<file path="config.mk">
export PLATFORM = sky130hd
export DESIGN_NAME = ror_cfg_regs
export DESIGN_NICKNAME = d
export VERILOG_FILES = /design/src/rtl/ror_pkg.sv /design/src/rtl/ror_cfg_regs.sv
export SDC_FILE = /design/constraint.sdc
export NUM_CORES = 1
export LEC_CHECK = 0
export ABC_AREA = 0
export BUFFER_PORTS_ARGS = -buffer_cell sky130_fd_sc_hd__buf_4
export CAP_MARGIN = 25
export CORE_MARGIN = 2
export CORE_UTILIZATION = 46
export DETAILED_ROUTE_END_ITERATION = 10
export GPL_TIMING_DRIVEN = 1
export HOLD_SLACK_MARGIN = 0.05
export PLACE_DENSITY_LB_ADDON = 0.3
export SLEW_MARGIN = 40
export SYNTH_ARGS = -nofsm -noshare
export SYNTH_HDL_FRONTEND = slang
export SYNTH_SLANG_ARGS = --single-unit
</file>
<file path="constraint.sdc">
create_clock -name clk -period 1.54 [get_ports clk]
set_clock_uncertainty 0.05 [all_clocks]
set_input_delay 0.154 -clock clk [delete_from_list [all_inputs] [get_ports clk]]
set_output_delay 0.154 -clock clk [all_outputs]
set_load 0.005 [all_outputs]
</file>
<file path="src/rtl/ror_pkg.sv">
// ----------------------------------------------------------------------------
// Rectangle outline rasterizer package
// Operation codes, register map, default characters and shared types.
// ----------------------------------------------------------------------------
package ror_pkg;

    localparam int DEFAULT_CANVAS_WIDTH  = 64;
    localparam int DEFAULT_CANVAS_HEIGHT = 32;

    // Signed width for scan coordinates against rectangle bounds
    localparam int COORD_W = 10;

    localparam int APB_ADDR_W = 5;
    localparam int APB_DATA_W = 32;

    typedef enum logic [1:0] {
        OP_FILL = 2'd0,
        OP_DRAW = 2'd1,
        OP_READ = 2'd2,
        OP_NOP  = 2'd3
    } ror_op_t;

    localparam logic [2:0] REG_CANVAS       = 3'd0;
    localparam logic [2:0] REG_INTERIOR     = 3'd1;
    localparam logic [2:0] REG_HORIZONTAL   = 3'd2;
    localparam logic [2:0] REG_VERTICAL     = 3'd3;
    localparam logic [2:0] REG_INTERSECTION = 3'd4;
    localparam logic [2:0] REG_CORNER       = 3'd5;

    localparam logic [7:0] RST_CANVAS_CHAR       = 8'd46;
    localparam logic [7:0] RST_INTERIOR_CHAR     = 8'd35;
    localparam logic [7:0] RST_HORIZONTAL_CHAR   = 8'd45;
    localparam logic [7:0] RST_VERTICAL_CHAR     = 8'd124;
    localparam logic [7:0] RST_INTERSECTION_CHAR = 8'd42;
    localparam logic [7:0] RST_CORNER_CHAR       = 8'd43;

    typedef struct packed {
        logic [7:0] canvas_char;
        logic [7:0] interior_char;
        logic [7:0] horizontal_char;
        logic [7:0] vertical_char;
        logic [7:0] intersection_char;
        logic [7:0] corner_char;
    } ror_chars_t;

endpackage

</file>
<file path="src/rtl/ror_cfg_regs.sv">
// ----------------------------------------------------------------------------
// Rectangle outline rasterizer configuration registers
// APB register bank holding the six drawing character codes.
// ----------------------------------------------------------------------------
module ror_cfg_regs
(
    input  logic                           clk,
    input  logic                           rst_n,
    input  logic                           psel,
    input  logic                           penable,
    input  logic                           pwrite,
    input  logic [ror_pkg::APB_ADDR_W-1:0] paddr,
    input  logic [ror_pkg::APB_DATA_W-1:0] pwdata,
    output logic [ror_pkg::APB_DATA_W-1:0] prdata,
    output logic                           pready,
    output ror_pkg::ror_chars_t            chars
);
    import ror_pkg::*;

    ror_chars_t chars_reg;
    logic [2:0] reg_index;
    logic       wr_xfer;

    assign pready    = 1'b1;
    assign reg_index = paddr[APB_ADDR_W-1:2];
    assign wr_xfer   = psel && penable && pwrite && pready;
    assign chars     = chars_reg;

    always_ff @(posedge clk or negedge rst_n)
    begin
        if (!rst_n)
        begin
            chars_reg.canvas_char       <= RST_CANVAS_CHAR;
            chars_reg.interior_char     <= RST_INTERIOR_CHAR;
            chars_reg.horizontal_char   <= RST_HORIZONTAL_CHAR;
            chars_reg.vertical_char     <= RST_VERTICAL_CHAR;
            chars_reg.intersection_char <= RST_INTERSECTION_CHAR;
            chars_reg.corner_char       <= RST_CORNER_CHAR;
        end
        else if (wr_xfer)
        begin
            // Writes past the last register are dropped
            case (reg_index)
                REG_CANVAS:       chars_reg.canvas_char       <= pwdata[7:0];
                REG_INTERIOR:     chars_reg.interior_char     <= pwdata[7:0];
                REG_HORIZONTAL:   chars_reg.horizontal_char   <= pwdata[7:0];
                REG_VERTICAL:     chars_reg.vertical_char     <= pwdata[7:0];
                REG_INTERSECTION: chars_reg.intersection_char <= pwdata[7:0];
                REG_CORNER:       chars_reg.corner_char       <= pwdata[7:0];
                default:          ;
            endcase
        end
    end

    always_comb
    begin
        prdata = '0;
        case (reg_index)
            REG_CANVAS:       prdata[7:0] = chars_reg.canvas_char;
            REG_INTERIOR:     prdata[7:0] = chars_reg.interior_char;
            REG_HORIZONTAL:   prdata[7:0] = chars_reg.horizontal_char;
            REG_VERTICAL:     prdata[7:0] = chars_reg.vertical_char;
            REG_INTERSECTION: prdata[7:0] = chars_reg.intersection_char;
            REG_CORNER:       prdata[7:0] = chars_reg.corner_char;
            default:          prdata      = '0;
        endcase
    end

endmodule

</file>
# Yosys cells after proc, flatten, opt, wreduce, memory -nomap -nowiden
# Cells that the tools add are included.
[totals]
out_inout_bits = 81
ff_bits = 48
[classes]
n_reduce_logical = 9
n_eq_ne = 5
mux = 1
[ops]
columns = ["op", "n"]
rows = [
  ["case mux 8 bit (6 select lines)", 1],
  ["AND reduction 2 bit", 6],
  ["equality test 3 x 2 -> 1 bit (second input constant)", 2],
  ["equality test 3 bit (second input constant)", 2],
  ["equality test 3 x 1 -> 1 bit (second input constant)", 1],
  ["logical NOT 3 bit", 1],
  ["logical AND 1 bit", 2],
]

# Depth between registers and ports, before layout
# Gate-level depths: netlist of run 1.
[logic_depth]
depth_word = 3
depth_mapped = 5

# Least setup slack after synthesis of run 1
# No wires, ideal clock.
[synth_path]
path_type = "input-to-output"
start = "input port paddr[3] (netlist bit)"
end = "output port prdata[1] (netlist bit)"
t_arrival_ns = 1.200
slack_ns = 0.136
path_stages = 5
path_cell_list = "buf_2 buf_2 mux2_2 a221oi_1 a31oi_1"
[synth_via]
elab_chain_len = 2
elab_cells_between_ends = 7
[synth_rtl]
columns = ["item", "line_no", "source"]
rows = [
  ["start: declaration", "ror_cfg_regs.sv:12", "input logic [ror_pkg::APB_ADDR_W-1:0] paddr,"],
  ["equality test 3 bit (tied with other cells)", "ror_cfg_regs.sv:58", "case (reg_index)"],
  ["case mux 8 bit (6 select lines) *", "ror_cfg_regs.sv:58", ""],
  ["end: declaration", "ror_cfg_regs.sv:14", "output logic [ror_pkg::APB_DATA_W-1:0] prdata,"],
]
# Mark *: on every way between the ends. The rest lies on a longest branch, timed or not.

# Final worst setup path of run 1
[layout_path]
start = "register chars_reg (netlist bit chars[32])"
end = "output port prdata[0] (netlist bit)"
[layout_via]
elab_chain_len = 1
[layout_rtl]
columns = ["item", "line_no", "source"]
rows = [
  ["start: declaration", "ror_cfg_regs.sv:20", "ror_chars_t chars_reg;"],
  ["case mux 8 bit (6 select lines)", "ror_cfg_regs.sv:58", ""],
]
# Every way passes these cells.

==> results of run 1 <==
==> layer usage <==
| layer | GRT usage | wire length (um) | vias up |
|---|---|---|---|
| li1 | - | - | 819 |
| met1 | 0.273 | 2670 | 892 |
| met2 | 0.312 | 2810 | 67 |
| met3 | 0.0407 | 335 | 7 |
| met4 | 0.0614 | 69 | 0 |
| met5 | 0 | 0 | - |
==> where the power goes <==
| group | switching [mW] | leakage (nW) | internal, mW |
|---|---|---|---|
| clock | 0.446 | 0.0541 | 0.481 |
| combinational | 0.432 | 1.01 | 0.773 |
| sequential | 0.185 | 0.560 | 1.59 |
==> repair_timing <==
| action | CTS | global route |
|---|---|---|
| pin swaps | 1 | 3 |
| endpoints found under the setup margin | 7 | 8 |
| endpoints found under the hold margin | 25 | 0 |
| hold buffers | 1 | 0 |
| gates resized for setup | 8 | 3 |
| setup buffers | 11 | 7 |
==> how the worst max path moves through the flow <==
stage	end	slack (ns)	from	cells past startpoint
detailed placement	chars[12]	-0.01	paddr[3]	4
floorplan	prdata[1]	0.14	paddr[3]	5
global placement	chars[8]	0.04	paddr[3]	4
finish	prdata[0]	-0.15	chars[32]	4
global route	prdata[0]	-0.20	chars[32]	4
CTS	prdata[0]	-0.12	chars[32]	4
==> metrics by stage <==
step / util / hold slack (ns)
5_1_grt: 0.652 / 0.0660
2_1_floorplan: - / -0.192
4_1_cts: 0.639 / 0.0658
6_report: 0.652 / 0.0695
3_3_place_gp: 0.591 / 0.151
3_5_place_dp: 0.591 / 0.155
==> cell usage in the layout, fill, tap and decap left out, types with 4 or more instances in the layout <==
cell and n:
buf_4 98, mux2_2 53, conb_1 25, dfrtp_1 25, dfstp_2 23, mux2i_1 12, nand2_1 7, clkbuf_8 5
or3_1 4, a221oi_2 4, a31oi_1 4, nor2_4 4
==> final cells by class <==
| class | count | area share |
|---|---|---|
| Inverter | 1 | 0.00111 |
| Clock buffer | 5 | 0.0203 |
| Tap cell | 70 | 0.0258 |
| Sequential cell | 48 | 0.363 |
| Multi-Input combinational cell | 128 | 0.352 |
| Timing Repair Buffer | 100 | 0.226 |
| Clock inverter | 3 | 0.0125 |
==> critical path, cell delays in order (launching register included) <==
cell	delay, ns
dfstp_2	0.55
mux2i_1	0.07
or3_1	0.33
o221ai_2	0.08
buf_4	0.14
==> kinds of logic (layout without fill, tap and decap cells) <==
| logic type | Yosys count | in the layout |
|---|---|---|
| muxes | 68 | 68 |
| DFF | 48 | 48 |
| buffers and inverters | 34 | 109 |
| and+or+nand+nor | 23 | 23 |
| AOI/OAI and AO/OA | 12 | 12 |
| other | 2 | 25 |
==> results.json, run 1 <==
{
  "cts_buffers": 5,
  "fmax_mhz": 593,
  "crit_required_ns": 1.34,
  "vias": 1785,
  "cts_buffer_depth": 2,
  "yosys.area_share.xor_xnor": 0,
  "root_buffer": "clkbuf_8",
  "yosys_warnings": 0,
  "synth_compound_area_frac": 0.0378,
  "synth_top_family_by_area": "multiplexers",
  "tns_ns": -0.425,
  "path_max_fanout": 2,
  "chipWidth_um": 77.9,
  "postSynthCellCount": 187,
  "drive_above_1_share": 0.709,
  "gp_congestion": 0.740,
  "synth_common_cells": "56 x mux2_2, 26 x buf_4, 25 x dfrtp_1",
  "cts_tree": "yes",
  "drv_slew": 0,
  "worstHoldStart": "pwdata[6]",
  "hold_viol": 0,
  "finalCritPeriodShare": 1.09,
  "fill_cells": 422,
  "vias_per_cell": 5.03,
  "core_um2": 5200,
  "hold_path.class": "input pin to register",
  "design.portCount": 123,
  "grt_pass1_wl_um": 9250,
  "placed_cells": 328,
  "h-tree-depth": 2,
  "r2r_slack_ns": 0.56,
  "regArea_um2": 1230,
  "grt_usage": 0.197,
  "p_per_area_nw_per_um2": 1150,
  "portBuffers": 71,
  "min_period_ns": 1.69,
  "antennaDiodeCount": 0,
  "drtIter0Drc": 72,
  "status": "complete, but fails checks",
  "post-place-ws_ns": -0.0103,
  "die_y_um": 77.9,
  "max_slew_margin": 0.599,
  "yosysMostFrequentCell": "mux2_2",
  "tightest_slew_ns": 0.602,
  "grt_pass1_vias": 1738,
  "antenna_found_initial": 0,
  "rsz0062_at_grt": "yes",
  "wirelength_um": 5890,
  "synthAdderAreaFrac": 0,
  "crit_type": "register to output port",
  "cp-start-kind": "register",
  "grt_overflow": 0,
  "r2r-end": "chars[42]",
  "dr.pass1.iters": 4,
  "finalPower_mw": 3.91,
  "synth_area_leaders": "mux2_2 25%, dfrtp_1 25%, dfstp_2 24%",
  "multiInputGateArea_um2": 1190,
  "synthMuxAreaShare": 0.299,
  "reg2reg_from": "chars[42]",
  "finalNonFillerCells": 355,
  "setup_viol": 6,
  "detail-route-antenna-nets": 0,
  "die_area_um2": 6070,
  "ys_seq_elements": 48,
  "grt_start_max_net_pins": 49,
  "hpwl_um": 3870,
  "min_to": "chars[6]",
  "async_flop_share": 1.00,
  "largest_reg_flops": 48,
  "drv_cap": 0,
  "drc": 0,
  "clk_pin_slew_ns": 0.10,
  "leakage_nw": 1.62,
  "synthFlopType": "dfrtp_1",
  "clock_latency_ns": 0.31,
  "synth_edf_count": 0,
  "violations": "negative setup slack",
  "rows": 26,
  "syn_area_um2": 2510,
  "synth_top_area_share": 0.251,
  "fin_ws_ns": -0.145,
  "rr_worst_depth": 3,
  "synthDistinctLibCells": 21,
  "ir_drop_mv": 0.852,
  "wire_per_inst_um": 16.6,
  "cts_sinks": 48,
  "initial_core_util": 0.483,
  "area_growth_pct": 35.0,
  "place_area_um2": 3080,
  "min_path_cells": 2,
  "yosysTopAreaCell": "mux2_2",
  "synthSimpleGateAreaFrac": 0.0782,
  "nNetsFinal": 326,
  "avgSynthCellArea_um2": 13.4,
  "ys_seq_area_frac": 0.490,
  "design_area_um2": 3390,
  "cp-end-kind": "output port",
  "cp_data_arrival_time_ns": 1.48
}
Note: power is estimated with default switching activity, not from simulation.
==> inputs of run 2 (changes only) <==
--- a/config.mk
+++ b/config.mk
@@ -6,11 +6,12 @@
 export NUM_CORES = 1
 export LEC_CHECK = 0
 export ABC_AREA = 0
-export BUFFER_PORTS_ARGS = -buffer_cell sky130_fd_sc_hd__buf_4
 export CAP_MARGIN = 25
 export CORE_MARGIN = 2
-export CORE_UTILIZATION = 46
+export CORE_UTILIZATION = 65
+export CTS_BUF_LIST = sky130_fd_sc_hd__clkbuf_8
 export DETAILED_ROUTE_END_ITERATION = 10
+export DONT_BUFFER_PORTS = 1
 export GPL_TIMING_DRIVEN = 1
 export HOLD_SLACK_MARGIN = 0.05
 export PLACE_DENSITY_LB_ADDON = 0.3
==> constraint.sdc (replaced) <==
create_clock -name clk -period 2.1 [get_ports clk]
set_clock_uncertainty 0.05 [all_clocks]
set_input_delay 0.21 -clock clk [delete_from_list [all_inputs] [get_ports clk]]
set_output_delay 0.21 -clock clk [all_outputs]
set_load 0.005 [all_outputs]
==> run 2 against run 1 <==
Effect of this change: setup slack better by 0.63 ns; final cell count down 32%; the run now ends clean; clock power down 40%; final area fell by 22%; sequential power is 24% lower; critical path depth is 1 lower; power is 41% lower; flip-flop and latch count did not move; via count fell by 18%; combinational power fell by 69%; first-iteration DRC count is 25% lower.
==> results.json, run 2 (synthesized netlist as in run 1, its figures left out) <==
{
  "antenna_found_initial": 0,
  "drc": 0,
  "critical_path.endpoint": "prdata[1]",
  "initial_core_util": 0.681,
  "fmax_mhz": 619,
  "gp_congestion": 0.758,
  "drv_slew": 0,
  "grt_overflow": 0,
  "met3_usage": 0.119,
  "max_slew_margin": 0.552,
  "crit_required_ns": 1.84,
  "root_buffer": "clkbuf_8",
  "cts_tree": "yes",
  "grt_start_max_net_pins": 49,
  "reg2reg_from": "chars[15]",
  "wire_per_inst_um": 21.4,
  "mostFrequentLayoutCell": "mux2_2",
  "cts_buffer_depth": 2,
  "clk_pin_slew_ns": 0.08,
  "grt.busiest_layer": "met2",
  "area_growth_pct": 4.98,
  "cts_sinks": 48,
  "crit_type": "register to output port",
  "nNetsFinal": 236,
  "h-tree-depth": 2,
  "rows": 22,
  "finalCritPeriodShare": 0.769,
  "die_area_um2": 4380,
  "drtIter0Drc": 54,
  "dr.pass1.iters": 4,
  "grt_usage": 0.255,
  "tns_ns": 0,
  "setup_viol": 0,
  "detail-route-antenna-nets": 0,
  "cts_buffers": 5,
  "antennaDiodeCount": 0,
  "fill_cells": 257,
  "layout_common_cells": "56 x mux2_2, 25 x conb_1, 25 x dfrtp_1",
  "p_per_area_nw_per_um2": 868,
  "vias": 1468,
  "ir_drop_mv": 0.558,
  "core_um2": 3690,
  "drv_cap": 0,
  "cp-start-kind": "register",
  "path_max_fanout": 3,
  "rsz0062_at_grt": "no",
  "drive_above_1_share": 0.482,
  "largest_reg_flops": 48,
  "grt_pass1_vias": 1572,
  "hpwl_um": 3530,
  "portBuffers": 0,
  "chipWidth_um": 66.2,
  "cp-end-kind": "output port",
  "cts_setup_buffers": 0,
  "use_met2": 0.419,
  "tightest_slew_ns": 0.670,
  "min_period_ns": 1.61,
  "r2r_slack_ns": 1.22,
  "clock_latency_ns": 0.30,
  "grt_pass1_wl_um": 7870,
  "final_core_util": 0.715,
  "wirelength_um": 5190,
  "r2r-end": "chars[15]",
  "hold_viol": 0,
  "leakage_nw": 1.14,
  "status": "finished, final reports clean",
  "hold_path.class": "input pin to register",
  "crit_start": "chars[25]",
  "vias_per_cell": 6.04,
  "cp_data_arrival_time_ns": 1.35,
  "die_y_um": 66.2,
  "rr_worst_depth": 1,
  "design.portCount": 123,
  "use_met1": 0.286
}
run 2: changes by cell type in the layout (fill, tap and decap cells not counted), sizes merged:
cell,delta
dlygate4sd3,+8
inv,+2
buf,-98
clkinv,-1
clkbuf,+1
clkinvlp,-1
bufinv,-1
run 2: per-stage QoR:
stage	power, mW	setup WS, ns	instances	hold slack (ns)	cell area, um^2
floorplan	1.66	0.584	210	-0.136	2600
global placement	1.67	0.657	225	-0.134	2430
detailed placement	1.71	0.640	225	-0.134	2430
CTS	2.30	0.482	243	0.168	2640
global route	2.41	0.434	243	0.160	2640
finish	2.29	0.486	243	0.173	2640
run 2: layout make-up:
class / count / area (um^2) / share of cell area
Clock inverter: 2 / 7.51 / 0.00285
Multi-Input combinational cell: 128 / 1140 / 0.431
Inverter: 1 / 3.75 / 0.00142
Clock buffer: 6 / 82.6 / 0.0313
Tap cell: 48 / 60.1 / 0.0228
Sequential cell: 48 / 1230 / 0.466
Timing Repair Buffer: 10 / 118 / 0.0446
run 2: timing repair:
item,4_1_cts,5_1_grt
gates resized for setup,0,0
hold buffers,10,0
endpoints found under the hold margin,96,0
run 2: how the worst min path moves through the flow:
stage | startpoint | end | slack, ns | cells after the start
after floorplan | rst_n | chars[10] | -0.14 | 0
after global placement | rst_n | chars[16] | -0.13 | 0
after detailed placement | rst_n | chars[16] | -0.13 | 0
after CTS | paddr[4] | chars[44] | 0.17 | 2
after global routing | paddr[3] | chars[44] | 0.16 | 2
final | paddr[4] | chars[44] | 0.17 | 2
run 2: critical path, cell delays in order, from the launching register on:
cell and delay [ns]:
dfrtp_1 0.42, mux2_2 0.28, a221oi_1 0.26, a31oi_1 0.10
run 2: power breakdown:
part	switching [mW]	total [mW]	internal, mW
Clock	0.293	0.553	0.259
Sequential	0.189	1.36	1.17
Combinational	0.152	0.374	0.223
Total	0.634	2.29	1.65
run 2: per-layer routing:
layer,routed length (um),part of all wire
met5,0,0
met4,85,0.016
met3,494,0.095
met2,2650,0.51
met1,1970,0.38
