File: src/rtl/ror_pkg.sv
// ----------------------------------------------------------------------------
// Rectangle outline rasterizer package
// Operation codes, register map, default characters and shared types.
// ----------------------------------------------------------------------------
package ror_pkg;

    localparam int DEFAULT_CANVAS_WIDTH  = 64;
    localparam int DEFAULT_CANVAS_HEIGHT = 32;

    // Signed width for scan coordinates against rectangle bounds
    localparam int COORD_W = 10;

    localparam int APB_ADDR_W = 5;
    localparam int APB_DATA_W = 32;

    typedef enum logic [1:0] {
        OP_FILL = 2'd0,
        OP_DRAW = 2'd1,
        OP_READ = 2'd2,
        OP_NOP  = 2'd3
    } ror_op_t;

    localparam logic [2:0] REG_CANVAS       = 3'd0;
    localparam logic [2:0] REG_INTERIOR     = 3'd1;
    localparam logic [2:0] REG_HORIZONTAL   = 3'd2;
    localparam logic [2:0] REG_VERTICAL     = 3'd3;
    localparam logic [2:0] REG_INTERSECTION = 3'd4;
    localparam logic [2:0] REG_CORNER       = 3'd5;

    localparam logic [7:0] RST_CANVAS_CHAR       = 8'd46;
    localparam logic [7:0] RST_INTERIOR_CHAR     = 8'd35;
    localparam logic [7:0] RST_HORIZONTAL_CHAR   = 8'd45;
    localparam logic [7:0] RST_VERTICAL_CHAR     = 8'd124;
    localparam logic [7:0] RST_INTERSECTION_CHAR = 8'd42;
    localparam logic [7:0] RST_CORNER_CHAR       = 8'd43;

    typedef struct packed {
        logic [7:0] canvas_char;
        logic [7:0] interior_char;
        logic [7:0] horizontal_char;
        logic [7:0] vertical_char;
        logic [7:0] intersection_char;
        logic [7:0] corner_char;
    } ror_chars_t;

endpackage

File: src/rtl/ror_ctrl.sv
// ----------------------------------------------------------------------------
// Rectangle outline rasterizer sequencer
// Runs fill sweeps, read-modify-write draw scans, single-cell reads and no-ops.
// ----------------------------------------------------------------------------
module ror_ctrl
#(
    parameter int CANVAS_WIDTH  = ror_pkg::DEFAULT_CANVAS_WIDTH,
    parameter int CANVAS_HEIGHT = ror_pkg::DEFAULT_CANVAS_HEIGHT,
    parameter int ADDR_W        = $clog2(CANVAS_WIDTH * CANVAS_HEIGHT)
)
(
    input  logic                clk,
    input  logic                rst_n,
    input  logic                start,
    output logic                busy,
    input  logic [1:0]          operation,
    input  logic [5:0]          pos_x,
    input  logic [4:0]          pos_y,
    input  logic [5:0]          rect_width,
    input  logic [4:0]          rect_height,
    input  logic [7:0]          fill_char,
    input  ror_pkg::ror_chars_t chars,
    output logic                done,
    output logic [7:0]          cell_char,
    output logic [1:0]          done_op,
    output logic                mem_we,
    output logic [ADDR_W-1:0]   mem_waddr,
    output logic [7:0]          mem_wdata,
    output logic                mem_re,
    output logic [ADDR_W-1:0]   mem_raddr,
    input  logic [7:0]          mem_rdata
);
    import ror_pkg::*;

    localparam int CELLS = CANVAS_WIDTH * CANVAS_HEIGHT;
    localparam int XW    = $clog2(CANVAS_WIDTH);
    localparam int YW    = $clog2(CANVAS_HEIGHT);

    typedef enum logic [2:0] {
        ST_IDLE,
        ST_FILL,
        ST_DRAW,
        ST_FLUSH,
        ST_RD_ADDR,
        ST_RD_DATA
    } state_t;

    typedef struct packed {
        logic corner;
        logic hedge;
        logic vedge;
        logic interior;
    } mark_t;

    state_t                     state_reg;
    logic                       done_reg;
    logic [7:0]                 cell_char_reg;
    logic [1:0]                 done_op_reg;
    logic [ADDR_W-1:0]          addr_reg;
    logic [XW-1:0]              x_reg;
    logic [YW-1:0]              y_reg;
    logic                       s2_valid_reg;
    logic [ADDR_W-1:0]          s2_addr_reg;
    mark_t                      s2_mark_reg;

    logic signed [COORD_W-1:0]  lx_reg;
    logic signed [COORD_W-1:0]  rx_reg;
    logic signed [COORD_W-1:0]  by_reg;
    logic signed [COORD_W-1:0]  ty_reg;
    logic [7:0]                 fill_reg;
    logic                       rd_ok_reg;

    logic signed [COORD_W-1:0]  xs;
    logic signed [COORD_W-1:0]  ys;
    logic                       on_lr;
    logic                       on_tb;
    logic                       in_cols;
    logic                       in_rows;
    mark_t                      mark;
    logic                       last_cell;
    logic                       accept;

    function automatic logic [7:0] mark_cell(input logic [7:0] cur, input mark_t m,
                                             input ror_chars_t c);
        logic [7:0] v;
        v = cur;
        if (m.corner)
        begin
            v = c.corner_char;
        end
        if (m.hedge)
        begin
            v = (v == c.canvas_char || v == c.interior_char) ? c.horizontal_char
                                                             : c.intersection_char;
        end
        if (m.vedge)
        begin
            v = (v == c.canvas_char || v == c.interior_char) ? c.vertical_char
                                                             : c.intersection_char;
        end
        if (m.interior && v == c.canvas_char)
        begin
            v = c.interior_char;
        end
        return v;
    endfunction

    assign busy      = (state_reg != ST_IDLE);
    assign accept    = start && !busy;
    assign done      = done_reg;
    assign cell_char = cell_char_reg;
    assign done_op   = done_op_reg;

    // Classify the cell being issued against the latched rectangle
    assign xs      = $signed(COORD_W'(x_reg));
    assign ys      = $signed(COORD_W'(y_reg));
    assign on_lr   = (xs == lx_reg) || (xs == rx_reg);
    assign on_tb   = (ys == ty_reg) || (ys == by_reg);
    assign in_cols = (xs > lx_reg) && (xs < rx_reg);
    assign in_rows = (ys > ty_reg) && (ys < by_reg);

    assign mark.corner   = on_lr && on_tb;
    assign mark.hedge    = in_cols && on_tb;
    assign mark.vedge    = in_rows && on_lr;
    assign mark.interior = in_cols && in_rows;

    assign last_cell = (addr_reg == ADDR_W'(CELLS - 1));

    // Read stage issues cell a+1 while write stage stores cell a, so the two
    // never touch the same entry within one scan.
    assign mem_re    = (state_reg == ST_DRAW) || (state_reg == ST_RD_ADDR && rd_ok_reg);
    assign mem_raddr = addr_reg;
    assign mem_we    = (state_reg == ST_FILL) || (s2_valid_reg && (|s2_mark_reg));
    assign mem_waddr = (state_reg == ST_FILL) ? addr_reg : s2_addr_reg;
    assign mem_wdata = (state_reg == ST_FILL) ? fill_reg
                                              : mark_cell(mem_rdata, s2_mark_reg, chars);

    always_ff @(posedge clk)
    begin
        if (accept)
        begin
            lx_reg    <= $signed(COORD_W'(pos_x));
            rx_reg    <= $signed(COORD_W'(pos_x) + COORD_W'(rect_width));
            by_reg    <= $signed(COORD_W'(pos_y));
            ty_reg    <= $signed(COORD_W'(pos_y) - COORD_W'(rect_height));
            fill_reg  <= fill_char;
            rd_ok_reg <= (COORD_W'(pos_x) < COORD_W'(CANVAS_WIDTH))
                      && (COORD_W'(pos_y) < COORD_W'(CANVAS_HEIGHT));
        end
    end

    always_ff @(posedge clk or negedge rst_n)
    begin
        if (!rst_n)
        begin
            state_reg     <= ST_IDLE;
            done_reg      <= 1'b0;
            cell_char_reg <= '0;
            done_op_reg   <= '0;
            addr_reg      <= '0;
            x_reg         <= '0;
            y_reg         <= '0;
            s2_valid_reg  <= 1'b0;
            s2_addr_reg   <= '0;
            s2_mark_reg   <= '0;
        end
        else
        begin
            done_reg     <= 1'b0;
            s2_valid_reg <= 1'b0;
            unique case (state_reg)
                ST_IDLE:
                begin
                    if (start)
                    begin
                        x_reg    <= '0;
                        y_reg    <= '0;
                        addr_reg <= '0;
                        unique case (ror_op_t'(operation))
                            OP_FILL: state_reg <= ST_FILL;
                            OP_DRAW: state_reg <= ST_DRAW;
                            OP_READ:
                            begin
                                addr_reg  <= ADDR_W'(32'(pos_y) * CANVAS_WIDTH
                                                     + 32'(pos_x));
                                state_reg <= ST_RD_ADDR;
                            end
                            OP_NOP:
                            begin
                                done_reg      <= 1'b1;
                                done_op_reg   <= OP_NOP;
                                cell_char_reg <= '0;
                            end
                        endcase
                    end
                end
                ST_FILL:
                begin
                    addr_reg <= addr_reg + 1'b1;
                    if (last_cell)
                    begin
                        state_reg     <= ST_IDLE;
                        done_reg      <= 1'b1;
                        done_op_reg   <= OP_FILL;
                        cell_char_reg <= '0;
                    end
                end
                ST_DRAW:
                begin
                    s2_valid_reg <= 1'b1;
                    s2_addr_reg  <= addr_reg;
                    s2_mark_reg  <= mark;
                    addr_reg     <= addr_reg + 1'b1;
                    if (x_reg == XW'(CANVAS_WIDTH - 1))
                    begin
                        x_reg <= '0;
                        y_reg <= y_reg + 1'b1;
                    end
                    else
                    begin
                        x_reg <= x_reg + 1'b1;
                    end
                    if (last_cell)
                    begin
                        state_reg <= ST_FLUSH;
                    end
                end
                ST_FLUSH:
                begin
                    // Last cell is written back this cycle
                    state_reg     <= ST_IDLE;
                    done_reg      <= 1'b1;
                    done_op_reg   <= OP_DRAW;
                    cell_char_reg <= '0;
                end
                ST_RD_ADDR:
                begin
                    if (rd_ok_reg)
                    begin
                        state_reg <= ST_RD_DATA;
                    end
                    else
                    begin
                        state_reg     <= ST_IDLE;
                        done_reg      <= 1'b1;
                        done_op_reg   <= OP_READ;
                        cell_char_reg <= '0;
                    end
                end
                ST_RD_DATA:
                begin
                    state_reg     <= ST_IDLE;
                    done_reg      <= 1'b1;
                    done_op_reg   <= OP_READ;
                    cell_char_reg <= mem_rdata;
                end
                default:
                begin
                    state_reg <= ST_IDLE;
                end
            endcase
        end
    end

endmodule

File: config.mk
export PLATFORM = sky130hd
export DESIGN_NAME = ror_ctrl
export DESIGN_NICKNAME = d
export VERILOG_FILES = /design/src/rtl/ror_pkg.sv /design/src/rtl/ror_ctrl.sv
export SDC_FILE = /design/constraint.sdc
export NUM_CORES = 1
export LEC_CHECK = 0
export ABC_AREA = 1
export BUFFER_PORTS_ARGS = -buffer_cell sky130_fd_sc_hd__buf_2
export CORE_MARGIN = 3
export CORE_UTILIZATION = 24
export CTS_CLUSTER_DIAMETER = 60
export DETAILED_ROUTE_END_ITERATION = 8
export SKIP_LAST_GASP = 1
export SYNTH_ARGS = -nofsm -noshare
export SYNTH_HDL_FRONTEND = slang
export SYNTH_SLANG_ARGS = --single-unit
File: constraint.sdc
create_clock -name clk -period 4.1 [get_ports clk]
set_clock_uncertainty 0.2 [all_clocks]
set_input_delay 0.615 -clock clk [delete_from_list [all_inputs] [get_ports clk]]
set_output_delay 0.615 -clock clk [all_outputs]
set_load 0.01 [all_outputs]
== Yosys cells after proc, flatten, opt, wreduce, memory -nomap -nowiden ==
Cells that the tools add are included.

* Flip-flop bits (word level): 91
* Latch bits: 0
* RAM bits: 0
* Memory bits (read-only): 0
* Input port bits: 91
* Output and inout port bits: 44
* Word-level logic and storage cells: 119
* Memories kept: 0

* $add $sub $neg: 6
* Multiply operators: 0
* Divide/modulo/power cells: 0
* $lt $le $gt $ge: 4
* Eq/ne operators: 25
* Shift operators: 0
* Muxes and demuxes: 35
* Bitwise operators: 1
* Reduce and logical (&&, ||, !) cells: 30

{| class="wikitable"
|+ Operator list
! kind !! number
|-
| two-way mux 8 bit || 10
|-
| equality test 8 bit || 5
|-
| two-way mux 11 bit || 3
|-
| case mux 8 bit (4 select lines) || 1
|-
| case mux 11 bit (2 select lines) || 1
|-
| two-way mux 6 bit || 2
|-
| case mux 3 bit (4 select lines) || 1
|-
| case mux 6 bit (2 select lines) || 1
|-
| adder 11 x 1 -> 11 bit (second input constant) || 1
|-
| adder 11 x 6 -> 11 bit || 1
|-
| equality test 11 bit (second input constant) || 1
|-
| equality test 6 x 10 -> 1 bit || 1
|-
| equality test 7 x 10 -> 1 bit || 1
|-
| > comparator 6 x 10 -> 1 bit || 1
|-
| less-than comparator 7 x 10 -> 1 bit || 1
|-
| two-way mux 5 bit || 2
|-
| case mux 5 bit (2 select lines) || 1
|-
| logical AND 1 bit || 9
|-
| two-way mux 3 bit || 3
|-
| case mux 3 bit (3 select lines) || 1
|-
| case mux 2 bit (4 select lines) || 1
|-
| adder 6 x 6 -> 7 bit || 1
|-
| adder 6 x 1 -> 6 bit (second input constant) || 1
|-
| equality test 3 x 2 -> 1 bit (second input constant) || 2
|-
| 31 further kinds || 49
|}

== Longest topological paths before layout ==
* Depth after elaboration: 13
* Gate-level depth with buffers: 33
* Gate-level depth less buffers: 31

== Least setup slack after synthesis ==
No wires, ideal clock.

* Path kind: register to register
* From: reg state_reg[1]
* To: reg y_reg[4]
* Setup time: 205 ps
* Arrival: 3,334 ps
* Data required time: 3,695 ps
* Slack: 361 ps
* Stages on the path, launching flop included: 13
* Buffers on the path: 0
* Clock period less this slack: 3,739 ps
* Cells stage by stage: dfrtp_1 > nor2_1 > inv_1 > nor2_1 > inv_1 > nor2_1 > inv_1 > o21ai_0 > nand2_1 > nor2_1 > nand2_1 > xor2_1 > nor2_1

* Cells in the longest elaborated chain, start to end: 3
* Elaborated cells between the ends (all ways): 7
* Those cells by class: eq/ne (3); mux (1); reduce/logical (3)

{| class="wikitable"
|+ Ends and longest elaborated chain
! what !! line !! RTL
|-
| from (decl) || ror_ctrl.sv:55 || <nowiki>state_t state_reg;</nowiki>
|-
| from (signal assigned) || ror_ctrl.sv:156 || <nowiki>state_reg <= ST_IDLE;</nowiki>
|-
| from (signal assigned) || ror_ctrl.sv:180 || <nowiki>OP_FILL: state_reg <= ST_FILL;</nowiki>
|-
| from (signal assigned) || ror_ctrl.sv:181 || <nowiki>OP_DRAW: state_reg <= ST_DRAW;</nowiki>
|-
| equality test 3 x 2 -> 1 bit or logical NOT 3 bit (tied branches) || ror_ctrl.sv:171 || <nowiki>unique case (state_reg)</nowiki>
|-
| != test 2 x 1 -> 1 bit (no source line) (tied with other cells) || - ||
|-
| AND reduction 3 bit (no source line) || - ||
|-
| to (signal assigned) || ror_ctrl.sv:217 || <nowiki>y_reg <= y_reg + 1'b1;</nowiki>
|-
| to (decl) || ror_ctrl.sv:61 || <nowiki>logic [YW-1:0] y_reg;</nowiki>
|}

Several ways; a longest one is shown, not always the timed one.
A chain may end at the register's enable or synchronous reset.

== Worst setup path in the final report ==
* From: reg s2_mark_reg[3] (netlist bit)
* To: out mem_wdata[0]

* Cells in the longest elaborated chain, start to end: 13
* Elaborated cells between the ends (all ways): 15
* Those cells by class: eq/ne (5); mux (7); reduce/logical (3)

{| class="wikitable"
|+ Ends and longest elaborated chain
! what !! line !! RTL
|-
| from (decl) || ror_ctrl.sv:64 || <nowiki>mark_t s2_mark_reg;</nowiki>
|-
| from (signal assigned) || ror_ctrl.sv:212 || <nowiki>s2_mark_reg <= mark;</nowiki>
|-
| two-way mux 8 bit (*) || ror_ctrl.sv:87 || <nowiki>if (m.corner)</nowiki>
|-
| equality test 8 bit || ror_ctrl.sv:93 || <nowiki>v = (v == c.canvas_char || v == c.interior_char) ? c.horizontal_char</nowiki>
|-
| logical OR 1 bit || ror_ctrl.sv:93 ||
|-
| two-way mux 8 bit || ror_ctrl.sv:93 ||
|-
| two-way mux 8 bit (*) || ror_ctrl.sv:91 || <nowiki>if (m.hedge)</nowiki>
|-
| equality test 8 bit || ror_ctrl.sv:98 || <nowiki>v = (v == c.canvas_char || v == c.interior_char) ? c.vertical_char</nowiki>
|-
| logical OR 1 bit || ror_ctrl.sv:98 ||
|-
| two-way mux 8 bit || ror_ctrl.sv:98 ||
|-
| two-way mux 8 bit (*) || ror_ctrl.sv:96 || <nowiki>if (m.vedge)</nowiki>
|-
| equality test 8 bit || ror_ctrl.sv:101 || <nowiki>if (m.interior && v == c.canvas_char)</nowiki>
|-
| logical AND 1 bit || ror_ctrl.sv:101 ||
|-
| two-way mux 8 bit (*) || ror_ctrl.sv:101 ||
|-
| two-way mux 8 bit (*) || ror_ctrl.sv:135 || <nowiki>assign mem_wdata = (state_reg == ST_FILL) ? fill_reg</nowiki>
|-
| to (decl) || ror_ctrl.sv:28 || <nowiki>output logic [7:0] mem_wdata,</nowiki>
|}

Every way passes the cells marked *; elsewhere a longest branch is shown, timed or not.

==> out/results.ini <==
[critical_path]
worstPathMaxFanout = 8
crit_required_ps = 3280
arrival_ps = 3920
cpPeakStageDelay_ps = 440
startpoint_type = register
crit_path_top_delay_cell = dfrtp_2
endpoint_kind = output pin
path_class = register to output pin
worst_path_most_repeated_cell = nand2_1

[floorplanning]
core_mm2 = 0.02635
die_x_um = 170.8
die_h_um = 170.8
rows = 59
dieArea_mm2 = 0.02919
start_util_pct = 24.74
pin_count = 135

[synthesis]
ys.warnings.count = 0
synth_flop_cell = dfrtp_1
synth_top_family_by_area = simple AND/OR/NAND/NOR gates
netlist_area_mm2 = 0.006521
synth_fp_nets = 1015
ys_ff_latch = 84
yosysSeqAreaShare_pct = 34.69
synth_compound_area_share_pct = 10.55
synthMuxAreaShare_pct = 0
synthDistinctLibCells = 42
synthArstFlopShare_pct = 61.90
synthXorXnorAreaFrac_pct = 1.477
synth_cells = 880
syn_avg_cell_area_um2 = 7.411
yosys.area_share.simple_pct = 34.40
synth-edff-count = 32
synth-adder-area-share_pct = 8.672

[run_status]
outcome = finished, violations left
violations = setup timing

[sta]
setup_viol = 8
drv_slew = 0
finalWorstSetupSlack_ps = -635.6
fin_crit_sh_pct = 115.5
holdWs_ps = 126.6
rsz0062_at_grt = true
worst_slew_margin_rel_pct = 20.74
worstMarginPinSlew_ps = 1188
final-hold-violation-count = 0
fmax_mhz = 211.2
period_needed_ps = 4736

[clocking]
clock_path_buffers = 2
root_buffer = clkbuf_16
clkTransAtPathRegs_ps = 70
cts_made_buffers = 9
clkLatencyLatePin_ps = 340
cts_tree = built
htreeDepth = 3
clock-sinks = 84

[cells_and_area]
fin_util_pct = 34.41
area_growth_pct = 39.04
num-nets-final = 1225
drive_gt1_share_pct = 34.52
antenna_cells = 0
design_area_mm2 = 0.009067

[route]
viasPerCell = 4.581
drc = 0
totalWireLength_mm = 21.02
vias = 6551
wl_per_cell_um = 14.70
drt_iter0_drc = 414
dr.pass1.iters = 7
antenna_left = 0

[global_route]
grt_pass1_wl_mm = 32.95
antenna_found_initial = 0
first_global_vias = 6342
grt_max_degree = 39
grt_overflow = 0
track_usage_pct = 14.22

[placement]
hpwl_mm = 16.65
gp_congestion = 0.9326
io_buffers = 134
place_ws_ps = -679.9
placed_area_mm2 = 0.008023

[power_and_ir_drop]
power.total_w = 0.004289
vdd_ir_drop_max_uv = 393.8
leakagePower_nw = 4.768
power.density_mw_per_mm2 = 473.0

[job]
maxCapViolCount = 0

[worst_hold_path]
hp-class = primary input to asynchronous set/reset pin

## cells in the mapped netlist (all sizes together) (4+ instances only)
cell type,count,share of area [%]
a21oi,32,2.5
a22o,6,0.81
a22oi,9,1.0
buf,12,1.7
clkbuf,12,0.69
dfrtp,52,20
edfxtp,32,15
ha,42,8.1
inv,136,7.8
nand2,265,17
nand3,127,11
nand3b,4,0.63
nand4,10,0.96
nor2,47,3.5
nor3,9,0.69
o21ai,51,4.0
xor2,8,1.1
## final timing paths
check	slack [ps]	end	cells past startpoint	startpoint
max in group asynchronous	2730	s2_mark_reg[3]	2	rst_n
min in group clk	260	fill_reg[7]	1	fill_char[7]
worst max-delay path	-640	mem_wdata[0]	29	s2_mark_reg[3]
worst min register to register	290	cell_char[3]	2	cell_char[3]
worst min-delay path	130	s2_addr_reg[8]	1	rst_n
worst max register to register	560	mem_raddr[10]	12	state_reg[0]
## worst max-delay path: cells and delay by family, from the launching register on
kind	cells	cell delay, ps
buffers and inverters	5	710
AO/OA/AOI/OAI	1	110
flip-flops	1	440
AND/OR/NAND/NOR	23	2290
## report_power, final
part | total, W | switching, W | internal (W)
clock | 0.000935 | 0.000338 | 0.000597
combinational | 0.00206 | 0.00131 | 0.000745
sequential | 0.00130 | 0.000161 | 0.00114
total | 0.00429 | 0.00181 | 0.00248
## per-stage QoR
| stage | TNS, ps | cells |
|---|---|---|
| after detailed placement | -4956 | 1397 |
| after CTS | -4519 | 1425 |
| after global placement | -4922 | 1397 |
| after global routing | -6850 | 1430 |
| after floorplan | 0 | 880 |
| final | -4886 | 1430 |
## metal layers
metal	share of wire (%)	wire length, µm	global-route usage (%)	vias to the layer above
met5	0	0	0	-
met4	1.2	250	2.974	0
met3	6.6	1393	2.842	16
met2	46	9722	23.37	199
met1	46	9656	19.48	3014
li1	-	-	-	3322
## repair_timing
item                                    CTS  global route
gates cloned                              1             2
endpoints found under the setup margin    8             8
setup buffers                            11             3
hold buffers                              0             0
pin swaps                                44            60
gates resized for setup                  58            69
## logic make-up (layout without fill, tap and decap cells)
family                     count (synthesis)  count (layout)
DFF                                       84              84
buffers and inverters                    160             374
and+or+nand+nor                          464             465
xor gates and xnor gates                  11              11
adders and majority gates                 44              44
AOI/OAI and AO/OA                        117             117
## placed cells by master, fill, tap and decap left out, drive strengths merged, types with 3 or more instances in the layout
cell type / instances
o21ai: 51
nand3: 127
a22o: 6
nor3: 9
inv: 137
nor2: 47
bufinv: 3
xnor2: 3
dfrtp: 52
xor2: 8
nand4: 10
buf: 221
clkbuf: 11
a22oi: 9
o21bai: 3
ha: 42
o211ai: 3
a21oi: 32
nand3b: 4
nand2: 266
a211oi: 3
edfxtp: 32
## cell type report
class	count	area, µm²
Clock buffer	10	229.0
Clock inverter	6	111.4
Fill cell	2738	17290
Inverter	136	513.0
Multi-Input combinational cell	637	4089
Sequential cell	84	2263
Tap cell	335	419.2
Timing Repair Buffer	222	1443
Power figures use the tool's default switching activity.
